[config.mk]
export PLATFORM = sky130hd
export DESIGN_NAME = udp_ipv4_header_builder_flat
export DESIGN_NICKNAME = d
export VERILOG_FILES = /design/src/rtl/udpb_pkg.sv /design/src/rtl/udpb_ifs.sv /design/src/rtl/udpb_cell.sv /design/src/rtl/udpb_csum.sv /design/src/rtl/udp_ipv4_header_builder.sv /design/src/flat_wrapper.sv
export SDC_FILE = /design/constraint.sdc
export NUM_CORES = 2
export LEC_CHECK = 0
export ABC_AREA = 1
export BUFFER_PORTS_ARGS = -buffer_cell sky130_fd_sc_hd__clkbuf_2
export CAP_MARGIN = 20
export CORE_UTILIZATION = 50
export DETAILED_ROUTE_END_ITERATION = 6
export PLACE_DENSITY = 0.64
export SLEW_MARGIN = 20
export SYNTH_ARGS = -nofsm -noshare
export SYNTH_HDL_FRONTEND = slang
export SYNTH_HIERARCHICAL = 1
export SYNTH_SLANG_ARGS = --single-unit
[constraint.sdc]
create_clock -name i_clk -period 7.4 [get_ports i_clk]
set_input_delay 1.48 -clock i_clk [delete_from_list [all_inputs] [get_ports i_clk]]
set_output_delay 1.48 -clock i_clk [all_outputs]
set_load 0.01 [all_outputs]
[src/rtl/udpb_pkg.sv]
// ----------------------------------------------------------------------------
// udpb_pkg
// Shared types, constants and the header byte map of the UDP/IPv4 header
// builder.
// ----------------------------------------------------------------------------
package udpb_pkg;

    // header geometry
    localparam int HDR_BYTES = 42;
    localparam int IDX_W     = 6;
    localparam logic [IDX_W-1:0] LAST_IDX = IDX_W'(HDR_BYTES - 1);

    // fixed header fields
    localparam logic [7:0]  BCAST_BYTE   = 8'hFF;
    localparam logic [7:0]  ETYPE_HI     = 8'h08;
    localparam logic [7:0]  IP_VER_IHL   = 8'h45;
    localparam logic [7:0]  IP_TTL       = 8'd64;
    localparam logic [7:0]  IP_PROTO     = 8'd17;
    localparam logic [15:0] IP_HDR_LEN   = 16'd20;
    localparam logic [15:0] UDP_HDR_LEN  = 16'd8;

    // constant part of the ip header word sum
    localparam logic [15:0] CSUM_INIT = {IP_VER_IHL, 8'h00} + {IP_TTL, IP_PROTO};

    // checksum accumulator
    localparam int          CSUM_ACC_W = 19;
    localparam logic [2:0]  CS_TOT     = 3'd0;
    localparam logic [2:0]  CS_SIP_HI  = 3'd1;
    localparam logic [2:0]  CS_SIP_LO  = 3'd2;
    localparam logic [2:0]  CS_DIP_HI  = 3'd3;
    localparam logic [2:0]  CS_DIP_LO  = 3'd4;
    localparam logic [2:0]  CS_FOLD0   = 3'd5;
    localparam logic [2:0]  CS_FOLD1   = 3'd6;

    // configuration registers
    localparam int          PADDR_W   = 5;
    localparam logic [1:0]  REG_MAC   = 2'd0;
    localparam logic [1:0]  REG_SIP   = 2'd1;
    localparam logic [1:0]  REG_DIP   = 2'd2;
    localparam logic [1:0]  REG_PORT  = 2'd3;
    localparam logic [47:0] MAC_RESET = 48'h0200_DEAD_BEEF;

    // one output beat held by a chain cell
    typedef struct packed {
        logic             vld;
        logic [7:0]       hbyte;
        logic [IDX_W-1:0] idx;
        logic             dropped;
        logic             last;
    } t_beat;

    // cell control
    typedef struct packed {
        logic load;
        logic advance;
    } t_cell_ctl;

    // words that enter the header checksum besides the constant ones
    typedef struct packed {
        logic [15:0] ip_total;
        logic [31:0] src_ip;
        logic [31:0] dst_ip;
    } t_csum_words;

    // checksum status
    typedef struct packed {
        logic        done;
        logic [15:0] sum;
    } t_csum_stat;

    // header byte at a given offset
    function automatic logic [7:0] hdr_byte(
        input logic [IDX_W-1:0] idx,
        input logic [47:0]      mac,
        input logic [31:0]      sip,
        input logic [31:0]      dip,
        input logic [15:0]      port,
        input logic [15:0]      ip_total,
        input logic [15:0]      udp_len,
        input logic [15:0]      csum
    );
        logic [7:0] b;
        b = 8'h00;
        case (idx) inside
            [6'd0:6'd5]: b = BCAST_BYTE;
            6'd6:  b = mac[47:40];
            6'd7:  b = mac[39:32];
            6'd8:  b = mac[31:24];
            6'd9:  b = mac[23:16];
            6'd10: b = mac[15:8];
            6'd11: b = mac[7:0];
            6'd12: b = ETYPE_HI;
            6'd14: b = IP_VER_IHL;
            6'd16: b = ip_total[15:8];
            6'd17: b = ip_total[7:0];
            6'd22: b = IP_TTL;
            6'd23: b = IP_PROTO;
            6'd24: b = csum[15:8];
            6'd25: b = csum[7:0];
            6'd26: b = sip[31:24];
            6'd27: b = sip[23:16];
            6'd28: b = sip[15:8];
            6'd29: b = sip[7:0];
            6'd30: b = dip[31:24];
            6'd31: b = dip[23:16];
            6'd32: b = dip[15:8];
            6'd33: b = dip[7:0];
            6'd34, 6'd36: b = port[15:8];
            6'd35, 6'd37: b = port[7:0];
            6'd38: b = udp_len[15:8];
            6'd39: b = udp_len[7:0];
            default: b = 8'h00;
        endcase
        return b;
    endfunction

endpackage

[src/rtl/udpb_ifs.sv]
// ----------------------------------------------------------------------------
// udpb channel interfaces
// Valid/ready channels for packet requests and for header bytes.
// ----------------------------------------------------------------------------
interface udpb_req_if;
    logic        valid;
    logic        ready;
    logic [15:0] data_len;
    logic        slot_free;

    modport source (output valid, output data_len, output slot_free, input ready);
    modport sink   (input valid, input data_len, input slot_free, output ready);
endinterface

interface udpb_hdr_if;
    logic       valid;
    logic       ready;
    logic [7:0] header_byte;
    logic [5:0] byte_index;
    logic       dropped;
    logic       last;

    modport source (output valid, output header_byte, output byte_index,
                    output dropped, output last, input ready);
    modport sink   (input valid, input header_byte, input byte_index,
                    input dropped, input last, output ready);
endinterface

[src/rtl/udpb_cell.sv]
// ----------------------------------------------------------------------------
// udpb_cell
// One byte cell of the output chain: loads a header beat or takes the beat
// of its upstream neighbor when the chain advances.
// ----------------------------------------------------------------------------
module udpb_cell (
    input  logic                i_clk,
    input  logic                i_rst_n,
    input  udpb_pkg::t_cell_ctl i_ctl,
    input  udpb_pkg::t_beat     i_load_beat,
    input  udpb_pkg::t_beat     i_next_beat,
    output udpb_pkg::t_beat     o_beat
);

    udpb_pkg::t_beat r_beat;
    udpb_pkg::t_beat n_beat;

    // load wins over shift
    always_comb begin
        n_beat = r_beat;
        if (i_ctl.load) begin
            n_beat = i_load_beat;
        end else if (i_ctl.advance) begin
            n_beat = i_next_beat;
        end
    end

    // valid bit is reset, payload is not
    always_ff @(posedge i_clk) begin
        if (!i_rst_n) begin
            r_beat.vld <= 1'b0;
        end else begin
            r_beat.vld <= n_beat.vld;
        end
        r_beat.hbyte   <= n_beat.hbyte;
        r_beat.idx     <= n_beat.idx;
        r_beat.dropped <= n_beat.dropped;
        r_beat.last    <= n_beat.last;
    end

    assign o_beat = r_beat;

endmodule

[src/rtl/udpb_csum.sv]
// ----------------------------------------------------------------------------
// udpb_csum
// IPv4 header checksum: adds one variable header word per cycle, folds the
// carries back in twice and returns the complement.
// ----------------------------------------------------------------------------
module udpb_csum (
    input  logic                  i_clk,
    input  logic                  i_rst_n,
    input  logic                  i_start,
    input  udpb_pkg::t_csum_words i_words,
    output udpb_pkg::t_csum_stat  o_stat
);

    logic [udpb_pkg::CSUM_ACC_W-1:0] r_acc;
    logic [udpb_pkg::CSUM_ACC_W-1:0] n_acc;
    logic [2:0]                      r_step;
    logic                            r_run;
    logic                            r_fin;
    logic [15:0]                     w_word;

    // word picked for this step
    always_comb begin
        case (r_step)
            udpb_pkg::CS_TOT:    w_word = i_words.ip_total;
            udpb_pkg::CS_SIP_HI: w_word = i_words.src_ip[31:16];
            udpb_pkg::CS_SIP_LO: w_word = i_words.src_ip[15:0];
            udpb_pkg::CS_DIP_HI: w_word = i_words.dst_ip[31:16];
            udpb_pkg::CS_DIP_LO: w_word = i_words.dst_ip[15:0];
            default:             w_word = 16'h0000;
        endcase
    end

    // accumulate, then fold
    always_comb begin
        if (r_step == udpb_pkg::CS_FOLD0 || r_step == udpb_pkg::CS_FOLD1) begin
            n_acc = {3'b000, r_acc[15:0]} + udpb_pkg::CSUM_ACC_W'(r_acc[18:16]);
        end else begin
            n_acc = r_acc + udpb_pkg::CSUM_ACC_W'(w_word);
        end
    end

    // sequencer
    always_ff @(posedge i_clk) begin
        if (!i_rst_n) begin
            r_run  <= 1'b0;
            r_fin  <= 1'b0;
            r_step <= udpb_pkg::CS_TOT;
        end else if (i_start) begin
            r_run  <= 1'b1;
            r_fin  <= 1'b0;
            r_step <= udpb_pkg::CS_TOT;
        end else if (r_run) begin
            r_step <= r_step + 3'd1;
            if (r_step == udpb_pkg::CS_FOLD1) begin
                r_run <= 1'b0;
                r_fin <= 1'b1;
            end
        end
    end

    // accumulator datapath
    always_ff @(posedge i_clk) begin
        if (i_start) begin
            r_acc <= udpb_pkg::CSUM_ACC_W'(udpb_pkg::CSUM_INIT);
        end else if (r_run) begin
            r_acc <= n_acc;
        end
    end

    assign o_stat.done = r_fin;
    assign o_stat.sum  = ~r_acc[15:0];

endmodule

[src/rtl/udp_ipv4_header_builder.sv]
// ----------------------------------------------------------------------------
// udp_ipv4_header_builder
// Builds the 42-byte Ethernet/IPv4/UDP header for each packet request with a free
// slot and streams it out one byte per transaction through a chain of byte cells.
// ----------------------------------------------------------------------------
// the first header byte follows request acceptance once the checksum sequencer is done
// a new request is taken as soon as the previous one has entered the cell chain, and
//   is loaded once the byte-wide cell chain has drained; a dropped request takes one
//   output transaction and still waits for the serial checksum sequencer
// reset: synchronous active low; clears chain valid bits and request state,
//   config registers return to their reset values
// ----------------------------------------------------------------------------
module udp_ipv4_header_builder (
    input  logic                         i_clk,
    input  logic                         i_rst_n,
    udpb_req_if.sink                     i_req,
    udpb_hdr_if.source                   o_hdr,
    input  logic                         psel,
    input  logic                         penable,
    input  logic                         pwrite,
    input  logic [udpb_pkg::PADDR_W-1:0] paddr,
    input  logic [63:0]                  pwdata,
    output logic [63:0]                  prdata,
    output logic                         pready
);

    // configuration registers
    logic [47:0] r_mac;
    logic [31:0] r_sip;
    logic [31:0] r_dip;
    logic [15:0] r_port;
    logic        w_cfg_wr;
    logic [1:0]  w_reg_sel;

    assign pready    = 1'b1;
    assign w_cfg_wr  = psel && penable && pwrite && pready;
    assign w_reg_sel = paddr[4:3];

    always_ff @(posedge i_clk) begin
        if (!i_rst_n) begin
            r_mac  <= udpb_pkg::MAC_RESET;
            r_sip  <= 32'h0;
            r_dip  <= 32'h0;
            r_port <= 16'h0;
        end else if (w_cfg_wr) begin
            unique case (w_reg_sel)
                udpb_pkg::REG_MAC:  r_mac  <= pwdata[47:0];
                udpb_pkg::REG_SIP:  r_sip  <= pwdata[31:0];
                udpb_pkg::REG_DIP:  r_dip  <= pwdata[31:0];
                udpb_pkg::REG_PORT: r_port <= pwdata[15:0];
                default: ;
            endcase
        end
    end

    // register readback
    always_comb begin
        unique case (w_reg_sel)
            udpb_pkg::REG_MAC:  prdata = {16'h0, r_mac};
            udpb_pkg::REG_SIP:  prdata = {32'h0, r_sip};
            udpb_pkg::REG_DIP:  prdata = {32'h0, r_dip};
            udpb_pkg::REG_PORT: prdata = {48'h0, r_port};
            default:            prdata = 64'h0;
        endcase
    end

    // request holding register
    logic        r_req_vld;
    logic [15:0] r_req_len;
    logic        r_req_free;
    logic        w_req_take;
    logic        w_load;

    assign i_req.ready = !r_req_vld;
    assign w_req_take  = i_req.valid && i_req.ready;

    always_ff @(posedge i_clk) begin
        if (!i_rst_n) begin
            r_req_vld <= 1'b0;
        end else if (w_req_take) begin
            r_req_vld <= 1'b1;
        end else if (w_load) begin
            r_req_vld <= 1'b0;
        end
    end

    always_ff @(posedge i_clk) begin
        if (w_req_take) begin
            r_req_len  <= i_req.data_len;
            r_req_free <= i_req.slot_free;
        end
    end

    // length fields wrap at 16 bits
    logic [15:0] w_ip_total;
    logic [15:0] w_udp_len;

    assign w_udp_len  = r_req_len + udpb_pkg::UDP_HDR_LEN;
    assign w_ip_total = w_udp_len + udpb_pkg::IP_HDR_LEN;

    // header checksum
    udpb_pkg::t_csum_words w_cs_words;
    udpb_pkg::t_csum_stat  w_cs_stat;

    assign w_cs_words.ip_total = w_ip_total;
    assign w_cs_words.src_ip   = r_sip;
    assign w_cs_words.dst_ip   = r_dip;

    udpb_csum u_csum (
        .i_clk   (i_clk),
        .i_rst_n (i_rst_n),
        .i_start (w_req_take),
        .i_words (w_cs_words),
        .o_stat  (w_cs_stat)
    );

    // chain occupancy and load decision
    logic [udpb_pkg::IDX_W-1:0] r_cnt;
    udpb_pkg::t_beat            w_beat [udpb_pkg::HDR_BYTES];
    udpb_pkg::t_cell_ctl        w_ctl;
    logic                       w_out_take;
    logic                       w_can_load;

    assign w_out_take = w_beat[0].vld && o_hdr.ready;
    assign w_can_load = (r_cnt == '0) || (r_cnt == udpb_pkg::IDX_W'(1) && o_hdr.ready);
    assign w_load     = r_req_vld && w_cs_stat.done && w_can_load;

    assign w_ctl.load    = w_load;
    assign w_ctl.advance = o_hdr.ready || !w_beat[0].vld;

    always_ff @(posedge i_clk) begin
        if (!i_rst_n) begin
            r_cnt <= '0;
        end else if (w_load) begin
            r_cnt <= r_req_free ? udpb_pkg::IDX_W'(udpb_pkg::HDR_BYTES)
                                : udpb_pkg::IDX_W'(1);
        end else if (w_out_take) begin
            r_cnt <= r_cnt - udpb_pkg::IDX_W'(1);
        end
    end

    // chain of byte cells, cell 0 drives the output
    for (genvar k = 0; k < udpb_pkg::HDR_BYTES; k++) begin : g_cell
        udpb_pkg::t_beat w_load_beat;
        udpb_pkg::t_beat w_next_beat;

        always_comb begin
            w_load_beat.idx = udpb_pkg::IDX_W'(k);
            if (r_req_free) begin
                w_load_beat.vld     = 1'b1;
                w_load_beat.dropped = 1'b0;
                w_load_beat.last    = (udpb_pkg::IDX_W'(k) == udpb_pkg::LAST_IDX);
                w_load_beat.hbyte   = udpb_pkg::hdr_byte(udpb_pkg::IDX_W'(k), r_mac,
                                                         r_sip, r_dip, r_port, w_ip_total,
                                                         w_udp_len, w_cs_stat.sum);
            end else begin
                w_load_beat.vld     = (k == 0);
                w_load_beat.dropped = 1'b1;
                w_load_beat.last    = 1'b1;
                w_load_beat.hbyte   = 8'h00;
            end
        end

        if (k == udpb_pkg::HDR_BYTES - 1) begin : g_tail
            assign w_next_beat = '0;
        end else begin : g_body
            assign w_next_beat = w_beat[k+1];
        end

        udpb_cell u_cell (
            .i_clk       (i_clk),
            .i_rst_n     (i_rst_n),
            .i_ctl       (w_ctl),
            .i_load_beat (w_load_beat),
            .i_next_beat (w_next_beat),
            .o_beat      (w_beat[k])
        );
    end

    // output channel
    assign o_hdr.valid       = w_beat[0].vld;
    assign o_hdr.header_byte = w_beat[0].hbyte;
    assign o_hdr.byte_index  = w_beat[0].idx;
    assign o_hdr.dropped     = w_beat[0].dropped;
    assign o_hdr.last        = w_beat[0].last;

endmodule
[src/flat_wrapper.sv]
// flat-port wrapper written by rule: the top's interface ports become plain ports
module udp_ipv4_header_builder_flat 
  (i_clk, i_rst_n, psel, penable, pwrite, paddr, pwdata, prdata, pready, i_req_valid, i_req_data_len, i_req_slot_free, i_req_ready, o_hdr_valid, o_hdr_header_byte, o_hdr_byte_index, o_hdr_dropped, o_hdr_last, o_hdr_ready);
  udpb_req_if i_req_i ();
  udpb_hdr_if o_hdr_i ();
  input  logic i_clk;
  input  logic i_rst_n;
  input  logic psel;
  input  logic penable;
  input  logic pwrite;
  input  logic [udpb_pkg::PADDR_W-1:0] paddr;
  input  logic [63:0] pwdata;
  output logic [63:0] prdata;
  output logic pready;
  input wire logic [$bits(i_req_i.valid)-1:0] i_req_valid;
  input wire logic [$bits(i_req_i.data_len)-1:0] i_req_data_len;
  input wire logic [$bits(i_req_i.slot_free)-1:0] i_req_slot_free;
  output wire logic [$bits(i_req_i.ready)-1:0] i_req_ready;
  output wire logic [$bits(o_hdr_i.valid)-1:0] o_hdr_valid;
  output wire logic [$bits(o_hdr_i.header_byte)-1:0] o_hdr_header_byte;
  output wire logic [$bits(o_hdr_i.byte_index)-1:0] o_hdr_byte_index;
  output wire logic [$bits(o_hdr_i.dropped)-1:0] o_hdr_dropped;
  output wire logic [$bits(o_hdr_i.last)-1:0] o_hdr_last;
  input wire logic [$bits(o_hdr_i.ready)-1:0] o_hdr_ready;
  assign i_req_i.valid = i_req_valid;
  assign i_req_i.data_len = i_req_data_len;
  assign i_req_i.slot_free = i_req_slot_free;
  assign i_req_ready = i_req_i.ready;
  assign o_hdr_valid = o_hdr_i.valid;
  assign o_hdr_header_byte = o_hdr_i.header_byte;
  assign o_hdr_byte_index = o_hdr_i.byte_index;
  assign o_hdr_dropped = o_hdr_i.dropped;
  assign o_hdr_last = o_hdr_i.last;
  assign o_hdr_i.ready = o_hdr_ready;
  udp_ipv4_header_builder u_core (.i_clk(i_clk), .i_rst_n(i_rst_n), .i_req(i_req_i), .o_hdr(o_hdr_i), .psel(psel), .penable(penable), .pwrite(pwrite), .paddr(paddr), .pwdata(pwdata), .prdata(prdata), .pready(pready));
endmodule
==> qor.yml <==
drt:
  dr_total_vias: 32800
  first_pass_iters: 7
  met3RoutedLength_um: 8190
  detail_route.wl_per_cell_um: 16.7
  drt_wl_total_um: 113000
  routed.top_layer: "met5"
  antenna_left: 0
  via_per_inst: 4.87
  dr.first_iter.drc_count: 2782
  route.met2.wl_um: 50600
  wl_met1_um: 48300
  drc: 0
final_layout:
  fillers: 7785
  drive_above_1_share: 0.120
  diodes: 0
  area_growth_pct: 12.2
  fin_nets: 5631
hold_path:
  hold_path_class: "register to register"
  worstHoldStart: "u_core/r_mac[35]"
  min_to: "u_core/r_mac[35]"
  hold_depth: 2
critical_path:
  path_max_fanout: 33
  worst_path_largest_cell_delay_ns: 0.75
  slowest_stage: "nor2_4"
  end_kind: "primary output"
  reg2regPathDepth: 21
  r2r-start: "u_core/r_req_len[3]"
  regToRegEndpoint: "u_core/u_csum/r_acc[15]"
  r2r_setup_slack_ns: 3.40
  start_kind: "primary input"
  required_ns: 5.92
  worst-setup-path-type: "primary input to primary output"
  cp_common_cell: "clkbuf_2"
  cp_data_arrival_time_ns: 3.12
  cp_cell_sequence: "clkbuf_2 > inv_1 > nor2_4 > nand2_1 > nand3_1 > clkbuf_2"
synthesis:
  yosysWarnings: 6
  yosysUniqueCellTypes: 49
  yosysSeqAreaShare: 0.562
  synthFlopType: "edfxtp_1"
  synth_edf_count: 689
  avgSynthCellArea_um2: 8.64
  syn_area_um2: 44000
  synth-seq-cells: 890
  synth_cells: 5089
  synthArstFlopShare: 0
power_and_ir_drop:
  pwr_density_cell_nw_per_um2: 241
  leakage_nw: 23.9
  finalPower_mw: 11.9
  peakVddDrop_v: 0.000213
sta:
  drv_slew: 0
  worst_slew_pin_slew_ns: 1.06
  fmax_mhz: 218
  clock_skew_ns: 0.0282
  max_slew_margin: 0.291
  finalHoldViolCount: 0
  fin_crit_ns: 4.60
  setup_viol: 0
  rsz0062_at_grt: "no"
  finalCritPeriodShare: 0.621
  fin_tns_setup_ns: 0
clocking:
  clock_path_buffers: 3
  clock_latency_ns: 0.67
  tritoncts: "done"
  cts_sinks: 890
  clk_pin_slew_worst_paths_ns: 0.06
  cts_resized: 0
  cts_root_buffer: "clkbuf_16"
  htreeDepth: 3
  cts_made_buffers: 97
  ctsHoldBuffers: 0
  postCtsSetupBuffers: 0
place:
  place_congestion: 0.972
  port_buffers: 139
  dpl.hpwl_um: 76200
die:
  core_um2: 86900
  rows: 108
  fp.dieH_um: 299
  die_x_um: 299
  initial_core_util: 0.506
  ios: 176
  die_area_um2: 89100
global_route:
  grt_antenna_before_repair: 2
  overflow: 0
  grt_max_degree: 146
  grt_pass1_vias: 30300
  grt_pass1_wl_um: 173000
  grt_usage: 0.252
flow_run:
  cap_viol_max_count: 0
outcome:
  run_status: "complete, no violations"
## registers in the layout (all words and copies together), names as in the netlist
signal and cells:
u_core/g_cell.u_cell/o_beat 714, u_core/r_cnt 6, u_core/r_dip 32, u_core/r_mac 48
u_core/r_port 16, u_core/r_req_free 1, u_core/r_req_len 16, u_core/r_req_vld 1
u_core/r_sip 32, u_core/u_csum/r_acc 19, u_core/u_csum/r_fin 1, u_core/u_csum/r_run 1
u_core/u_csum/r_step 3
## through the flow
step	instances	hold WS (ns)	worst slack (ns)	util	area, µm²
after floorplan	5464	0.430	1.65	-	45400
after global placement	6561	0.467	2.93	0.529	45900
after detailed placement	6561	0.471	2.91	0.529	45900
after global routing	6745	0.502	2.82	0.568	49300
after CTS	6745	0.480	2.90	0.568	49300
final	6745	0.476	2.80	0.568	49300
## cell usage after synthesis (3+ instances only)
library cell / number / area (µm²)
a21oi_1: 65 / 325
a221oi_1: 16 / 140
a22o_1: 3 / 26.3
a31oi_1: 5 / 31.3
buf_2: 10 / 50.1
buf_4: 64 / 480
buf_6: 43 / 484
buf_8: 42 / 631
clkbuf_1: 67 / 251
dfxtp_1: 201 / 4020
edfxtp_1: 689 / 20700
ha_1: 31 / 388
inv_1: 368 / 1380
inv_2: 8 / 30.0
inv_6: 42 / 368
nand2_1: 2545 / 9550
nand2_2: 184 / 1150
nand3_1: 136 / 681
nand3_2: 45 / 450
nand3b_1: 4 / 30.0
nand4_1: 24 / 150
nor2_1: 260 / 976
nor2_2: 8 / 50.1
nor2_4: 47 / 529
nor3_1: 10 / 50.1
o21ai_0: 129 / 646
o21bai_1: 3 / 22.5
xor2_1: 12 / 105
## worst max path at each step
stage	start	endpoint	cells after the start
final	paddr[3]	prdata[31]	6
after global routing	paddr[3]	prdata[23]	6
after CTS	paddr[3]	prdata[31]	6
after detailed placement	paddr[3]	prdata[31]	6
after global placement	paddr[3]	prdata[23]	6
after floorplan	o_hdr_ready	u_core/g_cell[0].u_cell/o_beat[0]	4
## critical path, delay by kind of cell
family	cells	cell delay, ns
buffers and inverters	3	0.38
and+or+nand+nor	3	1.21
## where the power goes
group          total, mW  internal [mW]  switching (mW)  leakage, nW
Clock               5.13           3.09            2.04         1.66
Combinational      0.946          0.299           0.647         13.3
Sequential          5.83           5.68           0.148         8.92
Total               11.9           9.07            2.83         23.9
## per-layer routing
| layer | track usage | up-vias |
|---|---|---|
| met2 | 0.396 | 1028 |
| li1 | - | 16500 |
| met1 | 0.342 | 15000 |
| met3 | 0.0424 | 233 |
| met5 | 0 | - |
| met4 | 0.115 | 2 |
## kinds of logic (layout without fill, tap and decap cells)
logic type	count (synthesis)	count (layout)	synth area share
XOR/XNOR	15	15	0.00333
buffers and inverters	644	770	0.0836
flip-flops	890	890	0.562
AND/OR/NAND/NOR	3272	3272	0.312
adder cells (fa/ha/maj)	33	33	0.00973
other	2	377	0.000171
AO/OA/AOI/OAI	233	233	0.0294
## final cells by class
cell class | instances | area (µm²) | area share
repair buffers | 168 | 982 | 0.0199
clock buffers | 121 | 2630 | 0.0533
clock inverters | 63 | 768 | 0.0156
well taps | 1155 | 1450 | 0.0293
flip-flops and latches | 890 | 24700 | 0.501
multi-input cells | 3930 | 17000 | 0.345
inverters | 418 | 1780 | 0.0361
## cell usage in the layout, fill, tap and decap left out, drive strengths merged, types with 5 or more instances in the layout
cell | netlist | layout
o21ai | 131 | 131
conb | 2 | 377
xor2 | 13 | 13
edfxtp | 689 | 689
bufinv | 0 | 16
nor3 | 11 | 11
nand4 | 24 | 24
a31oi | 5 | 5
inv | 418 | 421
dfxtp | 201 | 201
a21oi | 66 | 66
nand3 | 182 | 182
clkinv | 0 | 40
nand2 | 2730 | 2730
clkbuf | 67 | 259
nor2 | 316 | 316
a221oi | 16 | 16
buf | 159 | 30
ha | 31 | 31
Power figures use the tool's default switching activity.
